[src/hw/rtl/pcds_pkg.sv]
// ----------------------------------------------------------------------------
// pcds_pkg
// Shared types, constants and helpers for the point/center distance block.
// ----------------------------------------------------------------------------
`default_nettype none

package pcds_pkg;

  localparam int MAX_CENTERS = 16;
  localparam int MAX_DIMS    = 16;
  localparam int COORD_BITS  = 16;

  localparam int CTR_W  = $clog2(MAX_CENTERS);
  localparam int DIM_W  = $clog2(MAX_DIMS);
  localparam int ADDR_W = CTR_W + DIM_W;
  localparam int CNT_W  = 5;
  localparam int DIFF_W = COORD_BITS + 1;
  localparam int PROD_W = 2 * DIFF_W;
  localparam int SQ_W   = 2 * COORD_BITS + 1;
  localparam int SUM_W  = 37;
  localparam int DIST_W = 36;
  localparam int IDX_W  = 1;

  localparam logic OP_LOAD  = 1'b0;
  localparam logic OP_POINT = 1'b1;

  localparam logic [IDX_W-1:0] REG_CENTERS = 1'd0;
  localparam logic [IDX_W-1:0] REG_DIMS    = 1'd1;

  localparam logic [CNT_W-1:0] CNT_RESET = 5'd16;

  typedef enum logic [1:0] {
    ST_IDLE,
    ST_ISSUE,
    ST_DRAIN
  } pcds_state_t;

  // command bundle from controller to datapath
  typedef struct packed {
    logic             ld_center;
    logic             ld_point;
    logic             rd_en;
    logic [CTR_W-1:0] rd_ctr;
    logic             acc_en;
    logic [CTR_W-1:0] acc_ctr;
    logic             acc_first;
    logic             acc_final;
    logic             acc_emit;
    logic             acc_last;
  } pcds_ctl_t;

  // zero counts as one, anything above the limit saturates
  function automatic logic [CNT_W-1:0] clamp_count(input logic [CNT_W-1:0] v,
                                                   input logic [CNT_W-1:0] lim);
    logic [CNT_W-1:0] r;
    r = v;
    if (v == '0) r = CNT_W'(1);
    else if (v > lim) r = lim;
    return r;
  endfunction

endpackage

`default_nettype wire

[src/hw/rtl/pcds_ctrl.sv]
// ----------------------------------------------------------------------------
// pcds_ctrl
// Controller: config registers, command decode and the per-point sequencer
// that walks all centers through the read / square / accumulate stages.
// ----------------------------------------------------------------------------
`default_nettype none

module pcds_ctrl (
  input  wire logic                          clk,
  input  wire logic                          rst_n,
  input  wire logic                          start,
  input  wire logic                          in_operation,
  input  wire logic [pcds_pkg::DIM_W-1:0]    in_dim_index,
  input  wire logic                          cfg_valid,
  input  wire logic [pcds_pkg::IDX_W-1:0]    cfg_index,
  input  wire logic [pcds_pkg::CNT_W-1:0]    cfg_data,
  output pcds_pkg::pcds_ctl_t                ctl,
  output logic                               busy,
  output logic                               out_strobe
);

  pcds_pkg::pcds_state_t state_r, state_nxt;

  logic [pcds_pkg::CNT_W-1:0] centers_r, dims_r;
  logic [pcds_pkg::CNT_W-1:0] k_cl, d_cl;
  logic [pcds_pkg::CNT_W-1:0] k_r, k_nxt;
  logic                       first_r, first_nxt;
  logic                       final_r, final_nxt;
  logic [pcds_pkg::CTR_W-1:0] rd_cnt_r, rd_cnt_nxt;
  logic                       s1_vld_r, s2_vld_r;
  logic [pcds_pkg::CTR_W-1:0] s1_ctr_r, s2_ctr_r;
  logic                       out_strobe_r;
  logic                       accept;
  logic                       pt_go;

  assign k_cl = pcds_pkg::clamp_count(centers_r, pcds_pkg::CNT_W'(pcds_pkg::MAX_CENTERS));
  assign d_cl = pcds_pkg::clamp_count(dims_r, pcds_pkg::CNT_W'(pcds_pkg::MAX_DIMS));

  assign busy   = (state_r != pcds_pkg::ST_IDLE);
  assign accept = start && !busy;
  assign pt_go  = accept && (in_operation == pcds_pkg::OP_POINT) &&
                  ({1'b0, in_dim_index} < d_cl);

  always_ff @(posedge clk) begin
    if (!rst_n) begin
      centers_r <= pcds_pkg::CNT_RESET;
      dims_r    <= pcds_pkg::CNT_RESET;
    end else if (cfg_valid) begin
      unique case (cfg_index)
        pcds_pkg::REG_CENTERS: centers_r <= cfg_data;
        pcds_pkg::REG_DIMS:    dims_r    <= cfg_data;
        default: ;
      endcase
    end
  end

  always_ff @(posedge clk) begin
    if (!rst_n) begin
      state_r      <= pcds_pkg::ST_IDLE;
      rd_cnt_r     <= '0;
      k_r          <= pcds_pkg::CNT_RESET;
      first_r      <= 1'b0;
      final_r      <= 1'b0;
      s1_vld_r     <= 1'b0;
      s2_vld_r     <= 1'b0;
      s1_ctr_r     <= '0;
      s2_ctr_r     <= '0;
      out_strobe_r <= 1'b0;
    end else begin
      state_r      <= state_nxt;
      rd_cnt_r     <= rd_cnt_nxt;
      k_r          <= k_nxt;
      first_r      <= first_nxt;
      final_r      <= final_nxt;
      s1_vld_r     <= ctl.rd_en;
      s1_ctr_r     <= ctl.rd_ctr;
      s2_vld_r     <= s1_vld_r;
      s2_ctr_r     <= s1_ctr_r;
      out_strobe_r <= ctl.acc_emit;
    end
  end

  always_comb begin
    state_nxt  = state_r;
    rd_cnt_nxt = rd_cnt_r;
    k_nxt      = k_r;
    first_nxt  = first_r;
    final_nxt  = final_r;

    ctl           = '0;
    ctl.ld_center = accept && (in_operation == pcds_pkg::OP_LOAD);
    ctl.ld_point  = pt_go;
    ctl.rd_ctr    = rd_cnt_r;
    ctl.acc_en    = s2_vld_r;
    ctl.acc_ctr   = s2_ctr_r;
    ctl.acc_first = first_r;
    ctl.acc_final = final_r;
    ctl.acc_emit  = s2_vld_r && final_r && ({1'b0, s2_ctr_r} < k_r);
    ctl.acc_last  = ({1'b0, s2_ctr_r} == k_r - pcds_pkg::CNT_W'(1));

    unique case (state_r)
      pcds_pkg::ST_IDLE: begin
        if (pt_go) begin
          state_nxt  = pcds_pkg::ST_ISSUE;
          rd_cnt_nxt = '0;
          k_nxt      = k_cl;
          first_nxt  = (in_dim_index == '0);
          final_nxt  = ({1'b0, in_dim_index} == d_cl - pcds_pkg::CNT_W'(1));
        end
      end
      pcds_pkg::ST_ISSUE: begin
        ctl.rd_en  = 1'b1;
        rd_cnt_nxt = rd_cnt_r + pcds_pkg::CTR_W'(1);
        if (rd_cnt_r == pcds_pkg::CTR_W'(pcds_pkg::MAX_CENTERS - 1)) begin
          state_nxt = pcds_pkg::ST_DRAIN;
        end
      end
      pcds_pkg::ST_DRAIN: begin
        // wait for the square and accumulate stages to empty
        if (!s1_vld_r && !s2_vld_r) begin
          state_nxt = pcds_pkg::ST_IDLE;
        end
      end
      default: state_nxt = pcds_pkg::ST_IDLE;
    endcase
  end

  assign out_strobe = out_strobe_r;

endmodule

`default_nettype wire

[src/hw/rtl/pcds_dpath.sv]
// ----------------------------------------------------------------------------
// pcds_dpath
// Datapath: center table memory, difference/square stage and the per-center
// running sums with the result registers.
// ----------------------------------------------------------------------------
`default_nettype none

module pcds_dpath (
  input  wire logic                               clk,
  input  wire logic                               rst_n,
  input  wire pcds_pkg::pcds_ctl_t                ctl,
  input  wire logic [pcds_pkg::CTR_W-1:0]         in_center_slot,
  input  wire logic [pcds_pkg::DIM_W-1:0]         in_dim_index,
  input  wire logic signed [pcds_pkg::COORD_BITS-1:0] in_coord_value,
  output logic [pcds_pkg::CTR_W-1:0]              out_center_id,
  output logic [pcds_pkg::DIST_W-1:0]             out_distance_sq,
  output logic                                    out_last_of_point
);

  localparam int DEPTH = pcds_pkg::MAX_CENTERS * pcds_pkg::MAX_DIMS;

  logic [pcds_pkg::COORD_BITS-1:0] ctab_mem [DEPTH];
  logic [pcds_pkg::COORD_BITS-1:0] cdata_r;
  logic [pcds_pkg::COORD_BITS-1:0] p_r;
  logic [pcds_pkg::DIM_W-1:0]      dim_r;
  logic [pcds_pkg::SQ_W-1:0]       sq_r;
  logic [pcds_pkg::SUM_W-1:0]      sum_r [pcds_pkg::MAX_CENTERS];

  logic signed [pcds_pkg::DIFF_W-1:0] diff;
  logic signed [pcds_pkg::PROD_W-1:0] prod;
  logic [pcds_pkg::SUM_W-1:0]         sum_old;
  logic [pcds_pkg::SUM_W-1:0]         sum_new;

  logic [pcds_pkg::CTR_W-1:0]  out_center_id_r;
  logic [pcds_pkg::DIST_W-1:0] out_distance_sq_r;
  logic                        out_last_r;

  always_ff @(posedge clk) begin
    if (ctl.ld_center) begin
      ctab_mem[{in_center_slot, in_dim_index}] <= in_coord_value;
    end
    if (ctl.rd_en) begin
      cdata_r <= ctab_mem[{ctl.rd_ctr, dim_r}];
    end
  end

  always_ff @(posedge clk) begin
    if (ctl.ld_point) begin
      p_r   <= in_coord_value;
      dim_r <= in_dim_index;
    end
  end

  // difference is exact in one extra bit; square is non-negative
  assign diff = $signed({p_r[pcds_pkg::COORD_BITS-1], p_r}) -
                $signed({cdata_r[pcds_pkg::COORD_BITS-1], cdata_r});
  assign prod = diff * diff;

  always_ff @(posedge clk) begin
    sq_r <= prod[pcds_pkg::SQ_W-1:0];
  end

  assign sum_old = ctl.acc_first ? '0 : sum_r[ctl.acc_ctr];
  assign sum_new = sum_old + pcds_pkg::SUM_W'(sq_r);

  always_ff @(posedge clk) begin
    if (!rst_n) begin
      for (int i = 0; i < pcds_pkg::MAX_CENTERS; i++) begin
        sum_r[i] <= '0;
      end
    end else if (ctl.acc_en) begin
      // last coordinate of a point leaves the sums cleared
      sum_r[ctl.acc_ctr] <= ctl.acc_final ? '0 : sum_new;
    end
  end

  always_ff @(posedge clk) begin
    if (ctl.acc_emit) begin
      out_center_id_r   <= ctl.acc_ctr;
      out_distance_sq_r <= sum_new[pcds_pkg::DIST_W-1:0];
      out_last_r        <= ctl.acc_last;
    end
  end

  assign out_center_id     = out_center_id_r;
  assign out_distance_sq   = out_distance_sq_r;
  assign out_last_of_point = out_last_r;

endmodule

`default_nettype wire

[src/hw/rtl/point_center_distance_sq_core.sv]
// ----------------------------------------------------------------------------
// point_center_distance_sq_core
// Squared Euclidean distance from streamed points to a table of centers.
// ----------------------------------------------------------------------------
// Usage:
//   Input words are taken when start is high and busy is low. A load word
//   (in_operation = 0) writes one center coordinate and is done in the
//   accepting cycle; busy stays low. A point word (in_operation = 1) with
//   in_dim_index below dims_in_use runs all 16 centers through a shared
//   read / square / accumulate pipe: busy stays high until the pipe has
//   drained, so no new word is taken while a point is running. Point words
//   with in_dim_index at or beyond dims_in_use are dropped.
//   After the point's last coordinate, one word per center in use comes out
//   on consecutive cycles, each marked by out_strobe for one cycle;
//   out_last_of_point marks the final one.
//   The receiver cannot stall the output; words must be taken as shown.
//   Configuration (cfg_index 0 = centers_in_use, 1 = dims_in_use) is always
//   ready; the user must write it only while the block is idle, as the
//   block does not enforce this. Reset sets both counts to 16 and clears
//   the running sums; the center table holds garbage until loaded.
// ----------------------------------------------------------------------------
`default_nettype none

module point_center_distance_sq_core (
  input  wire logic                                   clk,
  input  wire logic                                   rst_n,
  input  wire logic                                   start,
  output logic                                        busy,
  input  wire logic                                   in_operation,
  input  wire logic [pcds_pkg::CTR_W-1:0]             in_center_slot,
  input  wire logic [pcds_pkg::DIM_W-1:0]             in_dim_index,
  input  wire logic signed [pcds_pkg::COORD_BITS-1:0] in_coord_value,
  output logic                                        out_strobe,
  output logic [pcds_pkg::CTR_W-1:0]                  out_center_id,
  output logic [pcds_pkg::DIST_W-1:0]                 out_distance_sq,
  output logic                                        out_last_of_point,
  input  wire logic                                   cfg_valid,
  output logic                                        cfg_ready,
  input  wire logic [pcds_pkg::IDX_W-1:0]             cfg_index,
  input  wire logic [pcds_pkg::CNT_W-1:0]             cfg_data
);

  pcds_pkg::pcds_ctl_t ctl;

  assign cfg_ready = 1'b1;

  pcds_ctrl u_ctrl (
    .clk          (clk),
    .rst_n        (rst_n),
    .start        (start),
    .in_operation (in_operation),
    .in_dim_index (in_dim_index),
    .cfg_valid    (cfg_valid),
    .cfg_index    (cfg_index),
    .cfg_data     (cfg_data),
    .ctl          (ctl),
    .busy         (busy),
    .out_strobe   (out_strobe)
  );

  pcds_dpath u_dpath (
    .clk               (clk),
    .rst_n             (rst_n),
    .ctl               (ctl),
    .in_center_slot    (in_center_slot),
    .in_dim_index      (in_dim_index),
    .in_coord_value    (in_coord_value),
    .out_center_id     (out_center_id),
    .out_distance_sq   (out_distance_sq),
    .out_last_of_point (out_last_of_point)
  );

`ifndef NO_ASSERTIONS
  // results only come out of a point run: while busy is high or in the cycle after it drops
  a_strobe_in_run: assert property (@(posedge clk) disable iff (!rst_n)
    out_strobe |-> (busy || $past(busy)))
    else $error("result word outside a point run");

  // results of one point are back to back with rising center ids
  a_ids_consecutive: assert property (@(posedge clk) disable iff (!rst_n)
    (out_strobe && !out_last_of_point) |=>
      (out_strobe && (out_center_id ==
        pcds_pkg::CTR_W'($past(out_center_id) + pcds_pkg::CTR_W'(1)))))
    else $error("gap or misordered center in result burst");

  // the marked word closes the burst
  a_last_closes: assert property (@(posedge clk) disable iff (!rst_n)
    (out_strobe && out_last_of_point) |=> !out_strobe)
    else $error("result word after last_of_point");
`endif

endmodule

`default_nettype wire
[config.mk]
export PLATFORM = sky130hd
export DESIGN_NAME = point_center_distance_sq_core
export DESIGN_NICKNAME = d
export VERILOG_FILES = /design/src/hw/rtl/pcds_pkg.sv /design/src/hw/rtl/pcds_ctrl.sv /design/src/hw/rtl/pcds_dpath.sv /design/src/hw/rtl/point_center_distance_sq_core.sv
export SDC_FILE = /design/constraint.sdc
export NUM_CORES = 2
export LEC_CHECK = 0
export BUFFER_PORTS_ARGS = -buffer_cell sky130_fd_sc_hd__buf_2
export CAP_MARGIN = 20
export CELL_PAD_IN_SITES_DETAIL_PLACEMENT = 1
export CELL_PAD_IN_SITES_GLOBAL_PLACEMENT = 1
export CORE_MARGIN = 2
export CORE_UTILIZATION = 40
export CTS_BUF_LIST = sky130_fd_sc_hd__clkbuf_4 sky130_fd_sc_hd__clkbuf_8 sky130_fd_sc_hd__clkbuf_16
export DETAILED_ROUTE_END_ITERATION = 8
export GPL_ROUTABILITY_DRIVEN = 1
export PLACE_DENSITY_LB_ADDON = 0.3
export SETUP_SLACK_MARGIN = 0.15
export SLEW_MARGIN = 40
export SYNTH_ARGS = -nofsm -noshare
export SYNTH_HDL_FRONTEND = slang
export SYNTH_MEMORY_MAX_BITS = 65536
export SYNTH_SLANG_ARGS = --single-unit
[constraint.sdc]
create_clock -name clk -period 8.5 [get_ports clk]
set_input_delay 2.125 -clock clk [delete_from_list [all_inputs] [get_ports clk]]
set_output_delay 2.125 -clock clk [all_outputs]
set_load 0.02 [all_outputs]
# After elaboration in Yosys (flattened, before gate mapping)
# Memory sizes are Yosys's and may differ from the RTL's. A register that Yosys moved wholly into a read port is not among the register bits.
# Index checks and enable logic that the tools add are counted.
[op_classes] n_addsub=5 n_mul=1 n_lt_le_gt_ge=4 eq_ne=8 mux=23 bitwise=2 n_reduce_logical=22
[ops] operator="$mux W37" count=3
[ops] operator="$add A37 B33 Y37" count=1
[ops] operator="$reduce_or A37 Y1" count=1
[ops] operator="$mul A17 B17 Y33" count=1
[ops] operator="$mux W5" count=4
[ops] operator="$sub A16 B16 Y17" count=1
[ops] operator="$mux W4" count=3
[ops] operator="$eq A4 B5 Y1" count=2
[ops] operator="$gt A5 B5 Y1 const B" count=2
[ops] operator="$logic_not A5 Y1" count=2
[ops] operator="$lt A4 B5 Y1" count=2
[ops] operator="$sub A5 B1 Y5 const B" count=2
[ops] operator="$mux W1" count=8
[ops] operator="$pmux W4 S2" count=1
[ops] operator="$reduce_and A2 Y1" count=4
[ops] operator="$logic_and A1 B1 Y1" count=7
[ops] operator="$mux W2" count=3
[ops] operator="$ne A2 B1 Y1 const B" count=3
[ops] operator="$pmux W2 S3" count=1
[ops] operator="$add A4 B1 Y4 const B" count=1
[ops] operator="$eq A4 B4 Y1 const B" count=1
[ops] operator="$logic_not A4 Y1" count=1
[ops] operator="$reduce_bool A2 Y1" count=2
[ops] operator="$logic_not A1 Y1" count=3
[ops] operator="5 further kinds" count=6
[totals] regBits=128 ramBits=4688 in_bits=35 out_inout_bits=44 n_memories=2
[memory_table] name="u_dpath.ctab_mem" depth=256 width=16 rd=1 rd_ports_with_merged_regs=1 wr=1 line="pcds_dpath.sv:22" source="logic [pcds_pkg::COORD_BITS-1:0] ctab_mem [DEPTH];"
[memory_table] name="u_dpath.sum_r" depth=16 width=37 rd=1 rd_ports_with_merged_regs=1 wr=16 line="pcds_dpath.sv:27" source="logic [pcds_pkg::SUM_W-1:0] sum_r [pcds_pkg::MAX_CENTERS];"

# Logic depth before layout (Yosys ltp)
[logic_depth] word_depth=7 depth_mapped=37

# By module
# Synthesis repeated with hierarchy kept, for this count alone.
[unflattened] hier_cells=9413 area_unflattened_um2=197557.0
[by_module_without_submodules] module="pcds_dpath" instances=1 cells_per_inst=9217 area_per_inst_um2=195882.9 seq_area_each_um2=143247.4
[by_module_without_submodules] module="pcds_ctrl" instances=1 cells_per_inst=194 area_per_inst_um2=1662.8 seq_area_each_um2=680.7
[by_module_without_submodules] module="point_center_distance_sq_core" instances=1 cells_per_inst=2 area_per_inst_um2=11.3 seq_area_each_um2=0.0

# Least setup slack after synthesis
# No wires, ideal clock.
[synth_timing] path_type="register to register" start="register u_dpath.p_r[2] (netlist bit)" end="register u_dpath.sq_r[28] (netlist bit)" setup_ps=72 arrival_time_ps=8055 required_ps=8428 path_slack_ps=373 path_stages_with_launch=34 period_less_slack_ps=8127 cell_sequence="edfxtp_1 > ha_1 > nor2b_1 > o21a_1 > o21ai_0 > a21oi_1 > a31oi_1 > nor2_1 > o311a_1 > o22ai_1 > clkinv_1 > clkbuf_1 > nor2_1 > fa_1 > inv_1 > fa_1 > inv_1 > fa_1 > fa_1 > fa_1 > inv_1 > fa_1 > inv_1 > ha_1 > clkbuf_1 > a41oi_1 > o21a_1 > o21ai_0 > a31o_2 > or3_1 > a21oi_1 > o21bai_1 > a21oi_1 > xnor2_1"
[synth_between] elab_chain_len=2
[synth_lines] item="from (decl)" line="pcds_dpath.sv:24" source="logic [pcds_pkg::COORD_BITS-1:0] p_r;"
[synth_lines] item="from (signal assigned)" line="pcds_dpath.sv:49" source="p_r <= in_coord_value;"
[synth_lines] item="$sub A16 B16 Y17" line="pcds_dpath.sv:55" source="assign diff = $signed({p_r[pcds_pkg::COORD_BITS-1], p_r}) -"
[synth_lines] item="$mul A17 B17 Y33" line="pcds_dpath.sv:57" source="assign prod = diff * diff;"
[synth_lines] item="named net u_dpath.prod, one bit" line="pcds_dpath.sv:30" source="logic signed [pcds_pkg::PROD_W-1:0] prod;"
[synth_lines] item="to (signal assigned)" line="pcds_dpath.sv:60" source="sq_r <= prod[pcds_pkg::SQ_W-1:0];"
[synth_lines] item="to (decl)" line="pcds_dpath.sv:26" source="logic [pcds_pkg::SQ_W-1:0] sq_r;"
# The timed path passes the listed nets, and every way through them passes these cells.
# A chain may end at the register's enable or synchronous reset.

# Worst setup path in the final report
[layout_timing] start="register u_dpath.p_r[0] (netlist bit)" end="register u_dpath.sq_r[22] (netlist bit)"
# The elaborated chain is that of the path after synthesis.

==> summary by stage <==
Status
The run finished with clean final reports.

Floorplan
The die outline width is 707 um. The floorplan die area is 0.500 mm2. In this run the core area contains 258 standard-cell rows. Once the floorplan was initialized, standard cells occupied 40.1% of the core. The number of top-level design ports is 79. The area inside the core boundary is 0.493 mm2. The chip height is 707 um.

GRT
The first global-routing pass estimated 785,000 um of wire. Global routing used 21.8% of the available tracks. Entering global routing, the biggest net connects 186 pins. The number of global-route vias before repair was 103k. After global routing the overflow that remains totals 0.

The initial antenna violation count is 36.

Clocking
The clock transition at the register clock pins on the worst setup and hold paths after CTS is 0.06 ns. TritonCTS built the clock tree. The number of hold buffers added after CTS was 0.

The TritonCTS buffer count is 482. The clock insertion delay at the later pin of the skew report is 1.09 ns. The depth of the CTS H-tree is 5.

For this design, the sink count on the clock tree is 4,815. In this run the clock root is driven by a clkbuf_16. The maximum buffer depth of the clock tree is 4.

STA
The number of hold violations in the final report was 0. Once routing completed, OpenROAD measured the worst setup slack at 0.413 ns. The timing-limited maximum frequency is 0.124 GHz. The final cycle utilization of the critical path is 95.1%. The count of endpoints failing setup in the final report is 0. Setup repair after global routing could not meet its margin everywhere. For the finished layout, the period the worst path requires is 8.09 ns.

Hold timing on the final database bottoms out at a slack of 0.432 ns. Headroom to the max-slew limit came out at 36.7%. The worst clock skew is 0.121 ns. The setup TNS is 0 ns. The final-report max-slew violation count was 0.

The transition time at the pin with the least slew margin is 0.950 ns.

Detailed routing
The number of iterations in the first detailed-routing pass is 5. The routed via count is 97.8k. The number of DRC markers in iteration 0 is 11.3k. The remaining routing DRC violations is 0. Dividing the detail-routed via count by the number of cells gives 5.78. After detailed routing, the average wire length per cell comes to 32.5 um. The final routed wirelength across all metal layers is 550,000 um. The detail route stage leaves a number of antenna-violating nets equal to 0.

Critical path
STA puts the critical path data arrival time at 9.05 ns. The startpoint identified for the worst register-to-register timing path is u_dpath.p_r[0]. The slowest cell on the critical path is fa_2. The endpoint required time on the critical path is 9.46 ns.

By instance count, the cell type seen most on the critical path is fa_1. The stage delay of the slowest cell on the critical path is 0.62 ns. The category of the worst setup path capture point is a register.

In this run the worst path has a maximum fanout of 10. The worst setup path is launched from a register. The critical path is of the register to register type. The critical path starts at u_dpath.p_r[0].

Logic synthesis
The synthesized netlist devotes 0.956% of its cell area to compound gates. In this run, distinct cell masters in the synthesized netlist total 68. The register bit count reported by yosys is 4,815.

Summing the areas of all xor and xnor instances in the mapped netlist gives 0.412% of the synthesized area. The adder-cell share of the synthesized area is 3.56%. The number of synthesis warnings is 0.

The sequential element share of the synthesized area is 72.8%. The cell count after synthesis is 9,508. The most used flip-flop cell after synthesis is edfxtp_1.

The synthesized design contains 4,749 enable-type register cells. The number of nets in the synthesized netlist is 9,947. Summing every instance area after synthesis gives 0.198 mm2.

The dominant combinational cell family by area after synthesis is multiplexers. After synthesis, the mean cell area works out to 20.8 um2. The simple-gate portion of the synthesized area is 2.95%. Multiplexer cells account for 17.4% of the synthesized area.

The share of flip-flops with an asynchronous set or reset is 0%.

Finish
The count of nets after finishing is 10.4k. Cells with a size suffix above 1 make up 29.3% of the layout. The area growth from synthesis to layout is 14.2%.

Placement
Buffers placed on the I/O ports in this run total 77. The routability congestion estimate from global placement is 0.828. At the placement stage, the worst setup path has a slack of -0.207 ns. The wire-length estimate of the detail-placed layout is 326,000 um.

Job
Max-cap violations in this run came to 0.

Power and ir drop
The worst voltage drop across the vdd grid is 1.46 mV. Summed over all cells, the static leakage comes to 0.0735 uW. The power per cell area is 353 mW/mm2.

Min path
The startpoint of the tightest hold check path is u_ctrl.s1_ctr_r[3]. The class of the most critical hold timing path is register to register.
[per-stage QoR]
step / instance area [um2] / utilization (%) / std cells / total power [uW]
floorplan: 198000 / - / 9508 / 47000
global placement: 208000 / 42.2 / 16000 / 55600
detailed placement: 209000 / 42.3 / 16000 / 56700
CTS: 225000 / 45.6 / 16900 / 78700
global route: 226000 / 45.8 / 16900 / 84200
finish: 226000 / 45.8 / 16900 / 79600
[per-layer routing]
metal  part of all wire (%)  up-vias  track usage (%)
li1                       -    39300                -
met1                     41    53700             30.6
met2                     49     4002             36.0
met3                    7.2      810             3.23
met4                    3.1       12             5.94
met5                  0.014        -                0
[cell usage in the layout, fill, tap and decap left out, types with 26 or more instances in the layout]
cell	n
edfxtp_1	4749
mux4_2	1501
nor2_1	913
clkbuf_16	486
buf_4	386
inv_1	383
fa_1	259
nand2_1	155
ha_1	136
clkinv_1	112
clkbuf_4	101
clkinv_2	95
a21oi_1	72
buf_2	62
nor2b_1	61
dfxtp_1	58
xnor2_1	53
bufinv_16	53
mux2i_1	45
nand3_1	40
o21ai_0	38
a21o_1	37
buf_12	36
nor2_4	31
nand2b_1	27
nor2_2	27
buf_6	26
[cell families (layout without fill, tap and decap cells)]
| group | Yosys count | count (layout) |
|---|---|---|
| AOI/OAI and AO/OA | 284 | 284 |
| xor gates and xnor gates | 93 | 93 |
| adders and majority gates | 404 | 404 |
| buffers and inverters | 942 | 1832 |
| DFF | 4815 | 4815 |
| muxes | 1565 | 1565 |
| other | 1 | 17 |
| and+or+nand+nor | 1404 | 1404 |
[worst max-delay path, delay by kind of cell (launching register included)]
family / cells / cell delay (ns)
AO/OA/AOI/OAI: 9 / 1.55
XOR/XNOR: 1 / 0.31
adder cells (fa/ha/maj): 9 / 3.92
buffers and inverters: 8 / 0.87
flip-flops: 1 / 0.34
AND/OR/NAND/NOR: 6 / 1.01
[path summary, 6_finish.rpt]
| path | endpoint | slack [ns] | cells after the start |
|---|---|---|---|
| setup / recovery | u_dpath.sq_r[22] | 0.41 | 33 |
| setup reg to reg | u_dpath.sq_r[22] | 0.41 | 33 |
| hold reg to reg | u_ctrl.s2_ctr_r[3] | 0.43 | 1 |
| hold / removal | u_ctrl.s2_ctr_r[3] | 0.43 | 1 |
[cells in the mapped netlist (8+ instances only)]
cell / count / area share, %
edfxtp_1: 4749 / 72
o21ai_0: 45 / 0.11
o21bai_1: 9 / 0.034
buf_1: 60 / 0.11
clkbuf_1: 375 / 0.71
a31oi_1: 14 / 0.044
nand4_1: 14 / 0.044
o22ai_1: 19 / 0.060
xnor2_1: 62 / 0.27
inv_1: 387 / 0.73
ha_1: 139 / 0.88
a21oi_1: 76 / 0.19
nor2_1: 971 / 1.8
fa_1: 265 / 2.7
nand2_1: 185 / 0.35
nor2b_1: 63 / 0.20
a221o_1: 19 / 0.096
and3_1: 13 / 0.041
buf_2: 107 / 0.27
nand3_1: 49 / 0.12
a21o_1: 37 / 0.14
a211oi_1: 12 / 0.046
mux4_2: 1501 / 17
nor3_1: 16 / 0.041
or2_2: 24 / 0.076
mux2_2: 19 / 0.11
and2_1: 23 / 0.073
xor2_1: 31 / 0.14
o21a_1: 11 / 0.042
dfxtp_1: 66 / 0.67
a21boi_0: 8 / 0.030
mux2i_1: 45 / 0.23
nand2b_1: 27 / 0.085
[registers in the layout (all words and copies together) (netlist names), 5 cells and up]
signal                   cells
u_ctrl.centers_r             5
u_ctrl.dims_r                5
u_ctrl.k_r                   5
u_dpath.cdata_r             16
u_dpath.ctab_mem          4096
u_dpath.out_distance_sq     36
u_dpath.p_r                 16
u_dpath.sq_r                32
u_dpath.sum_r              576
[report_power, final]
part / total [uW] / switching, uW / internal (uW)
clock network: 21700 / 9240 / 12400
registers: 27000 / 221 / 26800
logic: 30900 / 18000 / 12900
total: 79600 / 27500 / 52100
[timing repair]
| action | CTS | global route |
|---|---|---|
| gates cloned | 0 | 1 |
| resized for setup | 21 | 53 |
| pin swaps | 0 | 15 |
| setup buffers | 0 | 15 |
| setup endpoints to repair | 9 | 11 |
[cell type report]
class                      count  area, um2
sequential                  4815     144000
multi-input combinational   3751      51000
clock inverter               302       3160
tap                         6500       8130
fill                       44900     267000
antenna                       16       40.0
timing repair buffer         546       5010
inverter                     393       1500
clock buffer                 591      13000
Power figures use the tool's default switching activity.
